$ cat src/rtl/pmc_pkg.sv
// ----------------------------------------------------------------------------
// pmc_pkg
// shared constants, controller states and command/status bundles for the
// palindrome minimum-cut block
// ----------------------------------------------------------------------------
package pmc_pkg;

    localparam int MAX_LEN_DEF = 64;
    localparam int SYM_W       = 8;
    localparam int CUT_W       = 6;
    localparam int CUT_MAX     = 63;

    typedef enum logic [1:0] {
        ST_IDLE,
        ST_SCAN,
        ST_DRAIN,
        ST_DONE
    } state_t;

    typedef struct packed {
        logic load;
        logic issue;
        logic finish;
    } cmd_t;

    typedef struct packed {
        logic item_full;
        logic scan_end;
        logic out_free;
    } status_t;

endpackage

$ cat src/rtl/palindrome_min_cut_top.sv
// ----------------------------------------------------------------------------
// palindrome_min_cut_top
// minimum palindrome partition cuts of a streamed string, one result beat
// per symbol beat
//
//   channel  handshake            payload
//   in       in_valid / in_stall  symbol[7:0], last
//   out      out_valid/ out_stall min_cuts[5:0], last_res, overflow
//
// a symbol at string position p passes an accept, p+1 scan steps over the
// stored symbols (one store read per step), one drain and one commit
// a symbol beyond MAX_LEN skips the scan and drain and is not stored
// reset clears control state only; no clearing pass is needed
// out_stall holds the result register and blocks the commit of the next beat
// ----------------------------------------------------------------------------
module palindrome_min_cut_top #(
    parameter int MAX_LEN = pmc_pkg::MAX_LEN_DEF
)
(
    input  logic                      clk,
    input  logic                      rst_n,
    input  logic                      in_valid,
    output logic                      in_stall,
    input  logic [pmc_pkg::SYM_W-1:0] symbol,
    input  logic                      last,
    output logic                      out_valid,
    input  logic                      out_stall,
    output logic [pmc_pkg::CUT_W-1:0] min_cuts,
    output logic                      last_res,
    output logic                      overflow
);

    pmc_pkg::cmd_t    cmd;
    pmc_pkg::status_t status;

    pmc_ctrl u_ctrl
    (
        .clk      (clk),
        .rst_n    (rst_n),
        .in_valid (in_valid),
        .in_stall (in_stall),
        .status   (status),
        .cmd      (cmd)
    );

    pmc_datapath #(
        .MAX_LEN (MAX_LEN)
    ) u_datapath
    (
        .clk       (clk),
        .rst_n     (rst_n),
        .symbol    (symbol),
        .last      (last),
        .out_stall (out_stall),
        .cmd       (cmd),
        .status    (status),
        .out_valid (out_valid),
        .min_cuts  (min_cuts),
        .last_res  (last_res),
        .overflow  (overflow)
    );

endmodule

$ cat src/rtl/pmc_ctrl.sv
// ----------------------------------------------------------------------------
// pmc_ctrl
// sequencer: accepts a beat, steps the scan over stored symbols (skipped for
// a beat beyond MAX_LEN), then commits the result into the output register
// ----------------------------------------------------------------------------
module pmc_ctrl
(
    input  logic             clk,
    input  logic             rst_n,
    input  logic             in_valid,
    output logic             in_stall,
    input  pmc_pkg::status_t status,
    output pmc_pkg::cmd_t    cmd
);

    pmc_pkg::state_t state_reg;
    pmc_pkg::state_t state_next;

    always_ff @(posedge clk or negedge rst_n)
    begin
        if (!rst_n)
        begin
            state_reg <= pmc_pkg::ST_IDLE;
        end
        else
        begin
            state_reg <= state_next;
        end
    end

    always_comb
    begin
        state_next = state_reg;
        unique case (state_reg)
            pmc_pkg::ST_IDLE:
            begin
                if (in_valid)
                begin
                    state_next = status.item_full ? pmc_pkg::ST_DONE : pmc_pkg::ST_SCAN;
                end
            end
            pmc_pkg::ST_SCAN:
            begin
                if (status.scan_end)
                begin
                    state_next = pmc_pkg::ST_DRAIN;
                end
            end
            pmc_pkg::ST_DRAIN:
            begin
                state_next = pmc_pkg::ST_DONE;
            end
            pmc_pkg::ST_DONE:
            begin
                if (status.out_free)
                begin
                    state_next = pmc_pkg::ST_IDLE;
                end
            end
            default:
            begin
                state_next = pmc_pkg::ST_IDLE;
            end
        endcase
    end

    always_comb
    begin
        cmd      = '0;
        in_stall = 1'b1;
        unique case (state_reg)
            pmc_pkg::ST_IDLE:
            begin
                in_stall = 1'b0;
                cmd.load = in_valid;
            end
            pmc_pkg::ST_SCAN:
            begin
                cmd.issue = 1'b1;
            end
            pmc_pkg::ST_DRAIN:
            begin
                cmd.issue = 1'b0;
            end
            pmc_pkg::ST_DONE:
            begin
                cmd.finish = status.out_free;
            end
            default:
            begin
                in_stall = 1'b1;
            end
        endcase
    end

endmodule

$ cat src/rtl/pmc_datapath.sv
// ----------------------------------------------------------------------------
// pmc_datapath
// symbol, palindrome-row and prefix-cut stores, scan counter, compare and
// minimum stage, position tracking and the output register
// ----------------------------------------------------------------------------
module pmc_datapath #(
    parameter int MAX_LEN = pmc_pkg::MAX_LEN_DEF
)
(
    input  logic                      clk,
    input  logic                      rst_n,
    input  logic [pmc_pkg::SYM_W-1:0] symbol,
    input  logic                      last,
    input  logic                      out_stall,
    input  pmc_pkg::cmd_t             cmd,
    output pmc_pkg::status_t          status,
    output logic                      out_valid,
    output logic [pmc_pkg::CUT_W-1:0] min_cuts,
    output logic                      last_res,
    output logic                      overflow
);

    localparam int IDX_W = $clog2(MAX_LEN);
    localparam int POS_W = $clog2(MAX_LEN + 1);

    logic [pmc_pkg::SYM_W-1:0] sym_mem [MAX_LEN];
    logic                      row_mem [MAX_LEN];
    logic [IDX_W-1:0]          cut_mem [MAX_LEN];

    logic [POS_W-1:0]          pos_reg;
    logic                      ovf_reg;
    logic                      out_valid_reg;
    logic                      out_valid_next;
    logic                      rd_valid_reg;

    logic [pmc_pkg::SYM_W-1:0] sym_reg;
    logic                      last_reg;
    logic [IDX_W-1:0]          j_reg;
    logic [IDX_W-1:0]          rd_j_reg;
    logic [IDX_W-1:0]          best_reg;
    logic [IDX_W-1:0]          best_next;
    logic [IDX_W-1:0]          last_cuts_reg;
    logic [pmc_pkg::SYM_W-1:0] sym_rd_reg;
    logic                      row_rd_reg;
    logic [IDX_W-1:0]          cut_rd_reg;
    logic [pmc_pkg::CUT_W-1:0] min_cuts_reg;
    logic                      last_res_reg;
    logic                      overflow_reg;

    logic [IDX_W-1:0]          p_idx;
    logic                      full;
    logic                      inner;
    logic                      pal;
    logic [IDX_W-1:0]          cand;
    logic [IDX_W-1:0]          res_cuts;
    logic [pmc_pkg::CUT_W-1:0] res_sat;

    assign p_idx = pos_reg[IDX_W-1:0];
    assign full  = (pos_reg == POS_W'(MAX_LEN));
    assign inner = ({1'b0, pos_reg} <= ((POS_W + 1)'(rd_j_reg) + (POS_W + 1)'(1)));
    assign pal   = (sym_rd_reg == sym_reg) && (inner || row_rd_reg);
    assign cand  = (rd_j_reg == '0) ? '0 : (cut_rd_reg + IDX_W'(1));

    assign res_cuts = full ? last_cuts_reg : best_reg;
    assign res_sat  = (32'(res_cuts) > 32'(pmc_pkg::CUT_MAX)) ?
                      pmc_pkg::CUT_W'(pmc_pkg::CUT_MAX) : pmc_pkg::CUT_W'(res_cuts);

    always_comb
    begin
        best_next = best_reg;
        if (cmd.load)
        begin
            best_next = p_idx;
        end
        else if (rd_valid_reg && pal && (cand < best_reg))
        begin
            best_next = cand;
        end
    end

    always_comb
    begin
        out_valid_next = out_valid_reg;
        if (cmd.finish)
        begin
            out_valid_next = 1'b1;
        end
        else if (out_valid_reg && !out_stall)
        begin
            out_valid_next = 1'b0;
        end
    end

    // control state
    always_ff @(posedge clk or negedge rst_n)
    begin
        if (!rst_n)
        begin
            pos_reg       <= '0;
            ovf_reg       <= 1'b0;
            out_valid_reg <= 1'b0;
            rd_valid_reg  <= 1'b0;
        end
        else
        begin
            out_valid_reg <= out_valid_next;
            rd_valid_reg  <= cmd.issue;
            if (cmd.load && full)
            begin
                ovf_reg <= 1'b1;
            end
            if (cmd.finish)
            begin
                if (last_reg)
                begin
                    pos_reg <= '0;
                    ovf_reg <= 1'b0;
                end
                else if (!full)
                begin
                    pos_reg <= pos_reg + POS_W'(1);
                end
            end
        end
    end

    // scan datapath and stores
    always_ff @(posedge clk)
    begin
        best_reg <= best_next;
        if (cmd.load)
        begin
            sym_reg  <= symbol;
            last_reg <= last;
            j_reg    <= '0;
            if (!full)
            begin
                sym_mem[p_idx] <= symbol;
            end
        end
        if (cmd.issue)
        begin
            sym_rd_reg <= sym_mem[j_reg];
            row_rd_reg <= row_mem[j_reg + IDX_W'(1)];
            cut_rd_reg <= cut_mem[j_reg - IDX_W'(1)];
            rd_j_reg   <= j_reg;
            j_reg      <= j_reg + IDX_W'(1);
        end
        if (rd_valid_reg)
        begin
            row_mem[rd_j_reg] <= pal;
        end
        if (cmd.finish)
        begin
            min_cuts_reg <= res_sat;
            last_res_reg <= last_reg;
            overflow_reg <= ovf_reg;
            if (!full)
            begin
                cut_mem[p_idx] <= best_reg;
                last_cuts_reg  <= best_reg;
            end
        end
    end

    assign status.item_full = full;
    assign status.scan_end  = (j_reg == p_idx);
    assign status.out_free  = !out_valid_reg || !out_stall;

    assign out_valid = out_valid_reg;
    assign min_cuts  = min_cuts_reg;
    assign last_res  = last_res_reg;
    assign overflow  = overflow_reg;

endmodule
$ cat config.mk
export PLATFORM = sky130hd
export DESIGN_NAME = palindrome_min_cut_top
export DESIGN_NICKNAME = d
export VERILOG_FILES = /design/src/rtl/pmc_pkg.sv /design/src/rtl/palindrome_min_cut_top.sv /design/src/rtl/pmc_ctrl.sv /design/src/rtl/pmc_datapath.sv
export SDC_FILE = /design/constraint.sdc
export NUM_CORES = 1
export LEC_CHECK = 0
export ABC_AREA = 1
export BUFFER_PORTS_ARGS = -buffer_cell sky130_fd_sc_hd__buf_4
export CELL_PAD_IN_SITES_DETAIL_PLACEMENT = 0
export CELL_PAD_IN_SITES_GLOBAL_PLACEMENT = 1
export CORE_AREA = 2 2 327 329
export CTS_BUF_LIST = sky130_fd_sc_hd__clkbuf_8
export DETAILED_ROUTE_END_ITERATION = 16
export DIE_AREA = 0 0 329 331
export GPL_ROUTABILITY_DRIVEN = 0
export PLACE_DENSITY_LB_ADDON = 0.1
export SETUP_SLACK_MARGIN = 0.1
export SLEW_MARGIN = 20
export SYNTH_ARGS = -nofsm -noshare
export SYNTH_HDL_FRONTEND = slang
export SYNTH_SLANG_ARGS = --single-unit
$ cat constraint.sdc
create_clock -name clk -period 3.2 [get_ports clk]
set_input_delay 0.16 -clock clk [delete_from_list [all_inputs] [get_ports clk]]
set_output_delay 0.16 -clock clk [all_outputs]
set_load 0.05 [all_outputs]
==> results of run 1 <==
-- metrics by stage --
| step | std cells | hold slack (ns) | util [%] | power (uW) | instance area [um2] |
|---|---|---|---|---|---|
| 5_1_grt | 5877 | 0.132 | 47.4 | 47700 | 49700 |
| 4_1_cts | 5875 | 0.0581 | 47.4 | 45500 | 49700 |
| 2_1_floorplan | 4168 | -0.136 | - | 27700 | 44100 |
| 3_5_place_dp | 5562 | 0.0231 | 44.4 | 35200 | 46600 |
| 6_report | 5877 | 0.158 | 47.4 | 45000 | 49700 |
| 3_3_place_gp | 5562 | 0.0187 | 44.4 | 35200 | 46600 |
-- placed cells by master (no fill, tap or decap), types with 3 or more instances in the layout --
cell / instances
a21boi_1: 7
nand3b_1: 3
ha_1: 23
xnor2_1: 11
nor2_1: 365
nor2_4: 5
dlygate4sd3_1: 14
nand2_1: 1504
clkinvlp_4: 4
o21ai_1: 45
nand4_1: 19
clkinv_2: 11
or2_2: 10
edfxtp_1: 1010
dfrtp_1: 12
nor3_1: 22
nand3_1: 420
a21oi_1: 37
clkinv_1: 47
mux2i_1: 6
inv_2: 12
xor2_1: 14
buf_12: 19
o21ai_0: 48
buf_4: 181
o211ai_1: 24
clkbuf_8: 180
inv_1: 406
-- worst max path at each step --
stage	from	to	slack, ns	cells after the start
3_3_place_gp	u_datapath.rd_j_reg[1]$_DFFE_PP_	u_datapath.row_mem[28]$_DFFE_PP_	0.30	10
2_1_floorplan	u_datapath.rd_j_reg[2]$_DFFE_PP_	u_datapath.row_mem[0]$_DFFE_PP_	0.30	11
5_1_grt	u_datapath.rd_j_reg[5]$_DFFE_PP_	u_datapath.best_reg[4]$_DFFE_PP_	0.17	10
3_5_place_dp	u_datapath.rd_j_reg[1]$_DFFE_PP_	u_datapath.row_mem[28]$_DFFE_PP_	0.30	10
6_report	u_datapath.rd_j_reg[5]$_DFFE_PP_	u_datapath.best_reg[0]$_DFFE_PP_	0.40	10
4_1_cts	u_datapath.rd_j_reg[1]$_DFFE_PP_	u_datapath.row_mem[59]$_DFFE_PP_	0.28	10
-- power by group --
part | switching (uW) | internal, uW
combinational | 13400 | 5100
sequential | 330 | 15900
clock | 5180 | 5150
-- worst reg2reg max path, stage by stage, from the launching register on --
cell and delay (ns):
edfxtp_1 0.47, nor2_1 0.26, nand4_1 0.29, inv_1 0.18, nor2_1 0.08, ha_1 0.29
a21oi_1 0.15, o211a_1 0.16, nand3_1 0.08, o21ai_0 0.34, buf_4 0.21
-- layer usage --
| metal | up-vias | GRT usage, % |
|---|---|---|
| met3 | 211 | 3.67 |
| met2 | 690 | 37.9 |
| met4 | 0 | 8.44 |
| met1 | 14370 | 33.4 |
| met5 | - | 0 |
| li1 | 14249 | - |
-- logic make-up after synthesis --
group	share of synthesized area (%)
xor gates and xnor gates	0.574
buffers and inverters	5.30
and+or+nand+nor	21.6
AOI/OAI and AO/OA	2.19
DFF	69.5
adders and majority gates	0.681
muxes	0.136
-- repair_timing --
action,4_1_cts,5_1_grt
hold endpoints to repair,550,0
buffers inserted,0,0
endpoints found under the setup margin,0,64
hold buffers,14,0
resized for setup,0,1
-- area by class of cell --
| type | instances | area [um2] | area share [%] |
|---|---|---|---|
| flip-flops and latches | 1022 | 30600 | 61.6 |
| multi-input cells | 2585 | 11200 | 22.4 |
| clock buffers | 180 | 2480 | 4.98 |
| repair buffers | 214 | 1880 | 3.78 |
| well taps | 1391 | 1740 | 3.50 |
| inverters | 364 | 1380 | 2.76 |
| clock inverters | 119 | 484 | 0.973 |
| diodes | 2 | 5.00 | 0.0101 |
==> out/results.txt, run 1 <==
Met2 wire length -> 59700 um
Setup-failing EPs final -> 0
RSZ-0062 raised after global routing -> no
Cell accounting for the most synthesized area -> edfxtp_1
Drt total wl -> 129000 um
Row cnt -> 119
Final period utilization -> 87.4%
Max FFs per register -> 512
Pre-CTS worst setup slack -> 0.305 ns
Initial antenna violation count -> 2
Vias per inst -> 5.02
Tightest Pin Transition -> 0.987 ns
CTS Buf Count -> 175
Worst R2R Setup Slack -> 0.40 ns
Max Slew Vio Count -> 0
Slew HR -> 34.0%
WP buf/inv -> 2
Die height -> 331 um
Post-synthesis sequential area ratio -> 69.5%
Core area -> 105000 um2
Min-delay src -> out_stall
Run status -> finished clean
CP max stage delay -> 0.47 ns
Startpoint types -> register
Tmin final -> 2.80 ns
Clock buffer depth -> 3
Port buffer count -> 22
Met3 Routed Length -> 5880 um
Worst EP arrival -> 3.33 ns
Max IR drop VDD -> 0.830 mV
Hold EP -> u_datapath.out_valid$_DFFE_PN0P_
Die width -> 329 um
EDFF count, synth -> 1010
Die area -> 109000 um2
Ys async rst share -> 1.17%
Most frequent CP cell -> nor2_1
First-pass iteration count of the detailed router -> 7
Ys flop type -> edfxtp_1
Most common cell in the netlist -> nand2_1
Initial Util -> 42.0%
CP Capture Type -> register
P&R area growth vs syn -> 12.9%
Number of global-route vias before repair -> 28573
H-tree depth -> 4
Ys Warns -> 0
Critical Path RT -> 3.74 ns
Leak Pwr -> 0.0198 uW
Clock sinks -> 1022
Fill cells -> 9902
CP delay by family, top -> simple AND/OR/NAND/NOR gates
I/O Pins -> 23
Drc violations -> 0
First-pass GRT wire length -> 190000 um
Hold Crit Class -> in -> reg
Number of DRC markers in iteration 0 -> 2488
Top reg by flops -> u_datapath.sym_mem
Worst r2r path cells -> 10
Synth Instances -> 4168
Dpl hpwl -> 78600 um
Nets -> 4399
Synthesized Nets -> 4205
Worst reg2reg startpoint -> u_datapath.rd_j_reg[5]$_DFFE_PP_
PnR worst setup slack -> 0.404 ns
Largest registers -> u_datapath.sym_mem: 512 flops, u_datapath.cut_mem: 384 flops, u_datapath.row_mem: 64 flops
Met1 wire length -> 59500 um
Gr ovfl total -> 0
Fin Clk Skew -> 0.0333 ns
CTS tree -> yes
Yosys top cell area share -> 68.8%
Root buf cell -> clkbuf_8
Cell variety after synth -> 42
Crit path max fanout -> 6
Top cells by count, synth -> nand2_1, edfxtp_1, nand3_1
Power per standard cell area -> 905 nW/um2
Hold depth -> 4
Global Route Usage Sum -> 23.9%
Synth Register Bits -> 1022
Layout cells sized above 1 -> 9.70%
Fmax -> 358 MHz
Antenna Nets Post-Route -> 0
Clk Latency, worst-skew pair -> 0.85 ns
Via count -> 29520
Post-Synthesis Mean Instance Area -> 10.6 um2
Maxcap violations -> 0
Wire per inst -> 21.9 um
Largest cells by area after synthesis -> edfxtp_1, nand2_1, nand3_1, nor2_1, inv_1
Critical Path, Cell by Cell -> nor2_1 > nand4_1 > inv_1 > nor2_1 > ha_1 > a21oi_1 > o211a_1 > nand3_1 > o21ai_0 > buf_4
Uppermost layer routed -> met4
Cell Area, Synth -> 44100 um2
Pin count of the biggest net entering global routing -> 163
Critical path class -> reg -> reg
Clk slew on worst S/H paths -> 0.06 ns
FF-to-FF End -> u_datapath.best_reg[0]$_DFFE_PP_
Slowest cell on the critical path -> edfxtp_1
Final Hold Vio Count -> 0
Setup TNS -> 0 ns
No activity file was read; power rests on OpenSTA's default activity.
==> inputs of run 2 (changes only) <==
- CELL_PAD_IN_SITES_GLOBAL_PLACEMENT: 1 -> 2
==> run 2 against run 1 <==
  * Register-to-register slack is essentially flat
  * Sequential power is essentially flat
  * Clock power is essentially flat
  * Worst setup slack lost 0.0032 ns
  * Final cell count grew 0.22%
  * Largest cell class unchanged
  * Die area is the same
  * Power grew 0.39%
  * Global-route usage grew 0.39 points
  * Sequential cell count is the same
  * Non-clock buffer count grew 11
  * Largest power group unchanged
  * Critical path depth grew 1
==> out/results.txt, run 2 (synthesized netlist as in run 1, its figures left out) <==
Top reg by flops -> u_datapath.sym_mem (unchanged)
Crit path max fanout -> 91 (was 6)
Number of global-route vias before repair -> 28722 (was 28573)
Fin Clk Skew -> 0.0359 ns (was 0.0333 ns)
CTS Buf Count -> 174 (was 175)
Nets -> 4409 (was 4399)
Maxcap violations -> 0 (unchanged)
Global Route Usage Sum -> 24.2% (was 23.9%)
Startpoint types -> register (unchanged)
Initial Util -> 42.0% (unchanged)
Root buf cell -> clkbuf_8 (unchanged)
RSZ-0062 raised after global routing -> no (unchanged)
Most frequent CP cell -> nand3_1 (was nor2_1)
Multi-input gate area -> 11200 um2 (about the same)
Most frequent cells in the layout -> nand2_1, edfxtp_1, nand3_1, inv_1, nor2_1 (unchanged)
Post-CTS sizing -> 0 (unchanged)
Die height -> 331 um (unchanged)
Max FFs per register -> 512 (unchanged)
Setup-failing EPs final -> 0 (unchanged)
Row cnt -> 119 (unchanged)
Fill cells -> 9849 (was 9902)
Overall Power -> 45200 uW (was 45000 uW)
Fmax -> 357 MHz (was 358 MHz)
Hold Crit Class -> in -> reg (unchanged)
Register area -> 30600 um2 (unchanged)
Post-CTS Setup Bufs -> 0 (unchanged)
H-tree depth -> 4 (unchanged)
Number of DRC markers in iteration 0 -> 2479 (was 2488)
Core area -> 105000 um2 (unchanged)
Worst EP arrival -> 3.39 ns (was 3.33 ns)
Port buffer count -> 22 (unchanged)
Via count -> 29597 (was 29520)
Dpl hpwl -> 79500 um (was 78600 um)
Drc violations -> 0 (unchanged)
Hold-fix buffers, CTS -> 14 (unchanged)
Antenna Nets Post-Route -> 0 (unchanged)
I/O Pins -> 23 (unchanged)
First-pass GRT wire length -> 193000 um (was 190000 um)
Power per standard cell area -> 906 nW/um2 (was 905 nW/um2)
Final period utilization -> 87.5% (was 87.4%)
Critical Path RT -> 3.79 ns (was 3.74 ns)
Run status -> finished clean (unchanged)
Setup TNS -> 0 ns (unchanged)
CP max stage delay -> 0.67 ns (was 0.47 ns)
Tightest Pin Transition -> 0.910 ns (was 0.987 ns)
Clk slew on worst S/H paths -> 0.06 ns (about the same)
Max IR drop VDD -> 1.18 mV (was 0.830 mV)
Tmin final -> 2.80 ns (about the same)
Clock buffer depth -> 3 (unchanged)
Critical Path, Cell by Cell -> inv_8 > ha_4 > buf_12 > buf_12 > nor2_1 > o21ai_1 > nand3_1 > nand3_1 > nand3_1 > nand3_1 > nand2_1 (was nor2_1 > nand4_1 > inv_1 > nor2_1 > ha_1 > a21oi_1 > o211a_1 > nand3_1 > o21ai_0 > buf_4)
Layout cells sized above 1 -> 10.0% (was 9.70%)
Worst R2R Setup Slack -> 0.40 ns (about the same)
Largest registers -> u_datapath.sym_mem: 512 flops, u_datapath.cut_mem: 384 flops, u_datapath.row_mem: 64 flops (unchanged)
Die width -> 329 um (unchanged)
Slew HR -> 39.3% (was 34.0%)
Gr ovfl total -> 0 (unchanged)
Leak Pwr -> 0.0198 uW (about the same)
Wire per inst -> 22.2 um (was 21.9 um)
Initial antenna violation count -> 1 (was 2)
Drt total wl -> 131000 um (was 129000 um)
Most common cell after layout, fill and taps aside -> nand2_1 (unchanged)
Clk Latency, worst-skew pair -> 0.84 ns (was 0.85 ns)
Max Slew Vio Count -> 0 (unchanged)
Slowest cell on the critical path -> edfxtp_1 (unchanged)
Pin count of the biggest net entering global routing -> 114 (was 163)
CTS tree -> yes (unchanged)
CP Capture Type -> register (unchanged)
Final Hold Vio Count -> 0 (unchanged)
Die area -> 109000 um2 (unchanged)
Critical path class -> reg -> reg (unchanged)
First-pass iteration count of the detailed router -> 5 (was 7)
P&R area growth vs syn -> 13.1% (was 12.9%)
Vias per inst -> 5.02 (about the same)
Clock sinks -> 1022 (unchanged)
-- run 2: cell count changes in the layout (fill, tap and decap cells not counted) --
cell,change
inv_8,+1
buf_4,+13
clkbuf_8,+5
diode_2,+1
clkinv_1,+4
and2_4,-1
and2_2,+1
inv_1,-7
clkinvlp_4,-2
buf_12,-2
-- run 2: per-stage QoR --
| step | setup slack (ns) | instance area [um2] | utilization [%] | hold slack, ns | instances |
|---|---|---|---|---|---|
| finish | 0.401 | 49900 | 47.5 | 0.161 | 5890 |
| global route | 0.248 | 49900 | 47.5 | 0.137 | 5889 |
| CTS | 0.370 | 49800 | 47.5 | 0.0487 | 5887 |
| detailed placement | 0.409 | 46700 | 44.5 | 0.0258 | 5573 |
| global placement | 0.443 | 46700 | 44.5 | 0.0270 | 5573 |
| floorplan | 0.298 | 44100 | - | -0.136 | 4168 |
-- run 2: per-layer routing --
metal | wire length (um) | share of wire (%) | track usage, % | up-vias
met2 | 63000 | 48 | 40.2 | 697
met1 | 59700 | 46 | 33.5 | 14469
met5 | 0 | 0 | 0 | -
met4 | 3000 | 2.3 | 6.94 | 0
li1 | - | - | - | 14248
met3 | 5090 | 3.9 | 3.20 | 183
-- run 2: path summary, 6_finish.rpt --
| kind | startpoint | endpoint | cells past startpoint |
|---|---|---|---|
| max in group asynchronous | rst_n | u_datapath.rd_valid_reg$_DFF_PN0_ | 3 |
| worst min register to register | u_datapath.ovf_reg$_DFF_PN0_ | u_datapath.overflow$_DFFE_PP_ | 0 |
| worst max register to register | u_datapath.j_reg[0]$_SDFFCE_PN0P_ | u_datapath.cut_rd_reg[1]$_DFFE_PP_ | 11 |
| worst min-delay path | out_stall | u_datapath.out_valid$_DFFE_PN0P_ | 4 |
| worst max-delay path | u_datapath.j_reg[0]$_SDFFCE_PN0P_ | u_datapath.cut_rd_reg[1]$_DFFE_PP_ | 11 |
| min in group asynchronous | rst_n | u_ctrl.state_reg[1]$_DFFE_PN0P_ | 3 |
-- run 2: worst max-delay path: cells and delay by family, from the launching register on --
family          cells  cell delay, ns
flops               1            0.67
compound gates      1            0.07
buf+inv             3            0.79
fa+ha+maj           1            0.33
simple gates        6            0.65
-- run 2: final cells by class --
class,count,share of cell area (%)
Inverter,364,2.76
Multi-Input combinational cell,2585,22.4
Antenna cell,3,0.0151
Timing Repair Buffer,225,3.88
Sequential cell,1022,61.4
Clock buffer,185,5.11
Clock inverter,115,0.941
Tap cell,1391,3.49
-- run 2: where the power goes --
group | total (uW) | internal [uW] | switching [uW]
clock network | 10500 | 5270 | 5200
registers | 16300 | 15900 | 401
logic | 18400 | 5040 | 13400
total | 45200 | 26200 | 19000
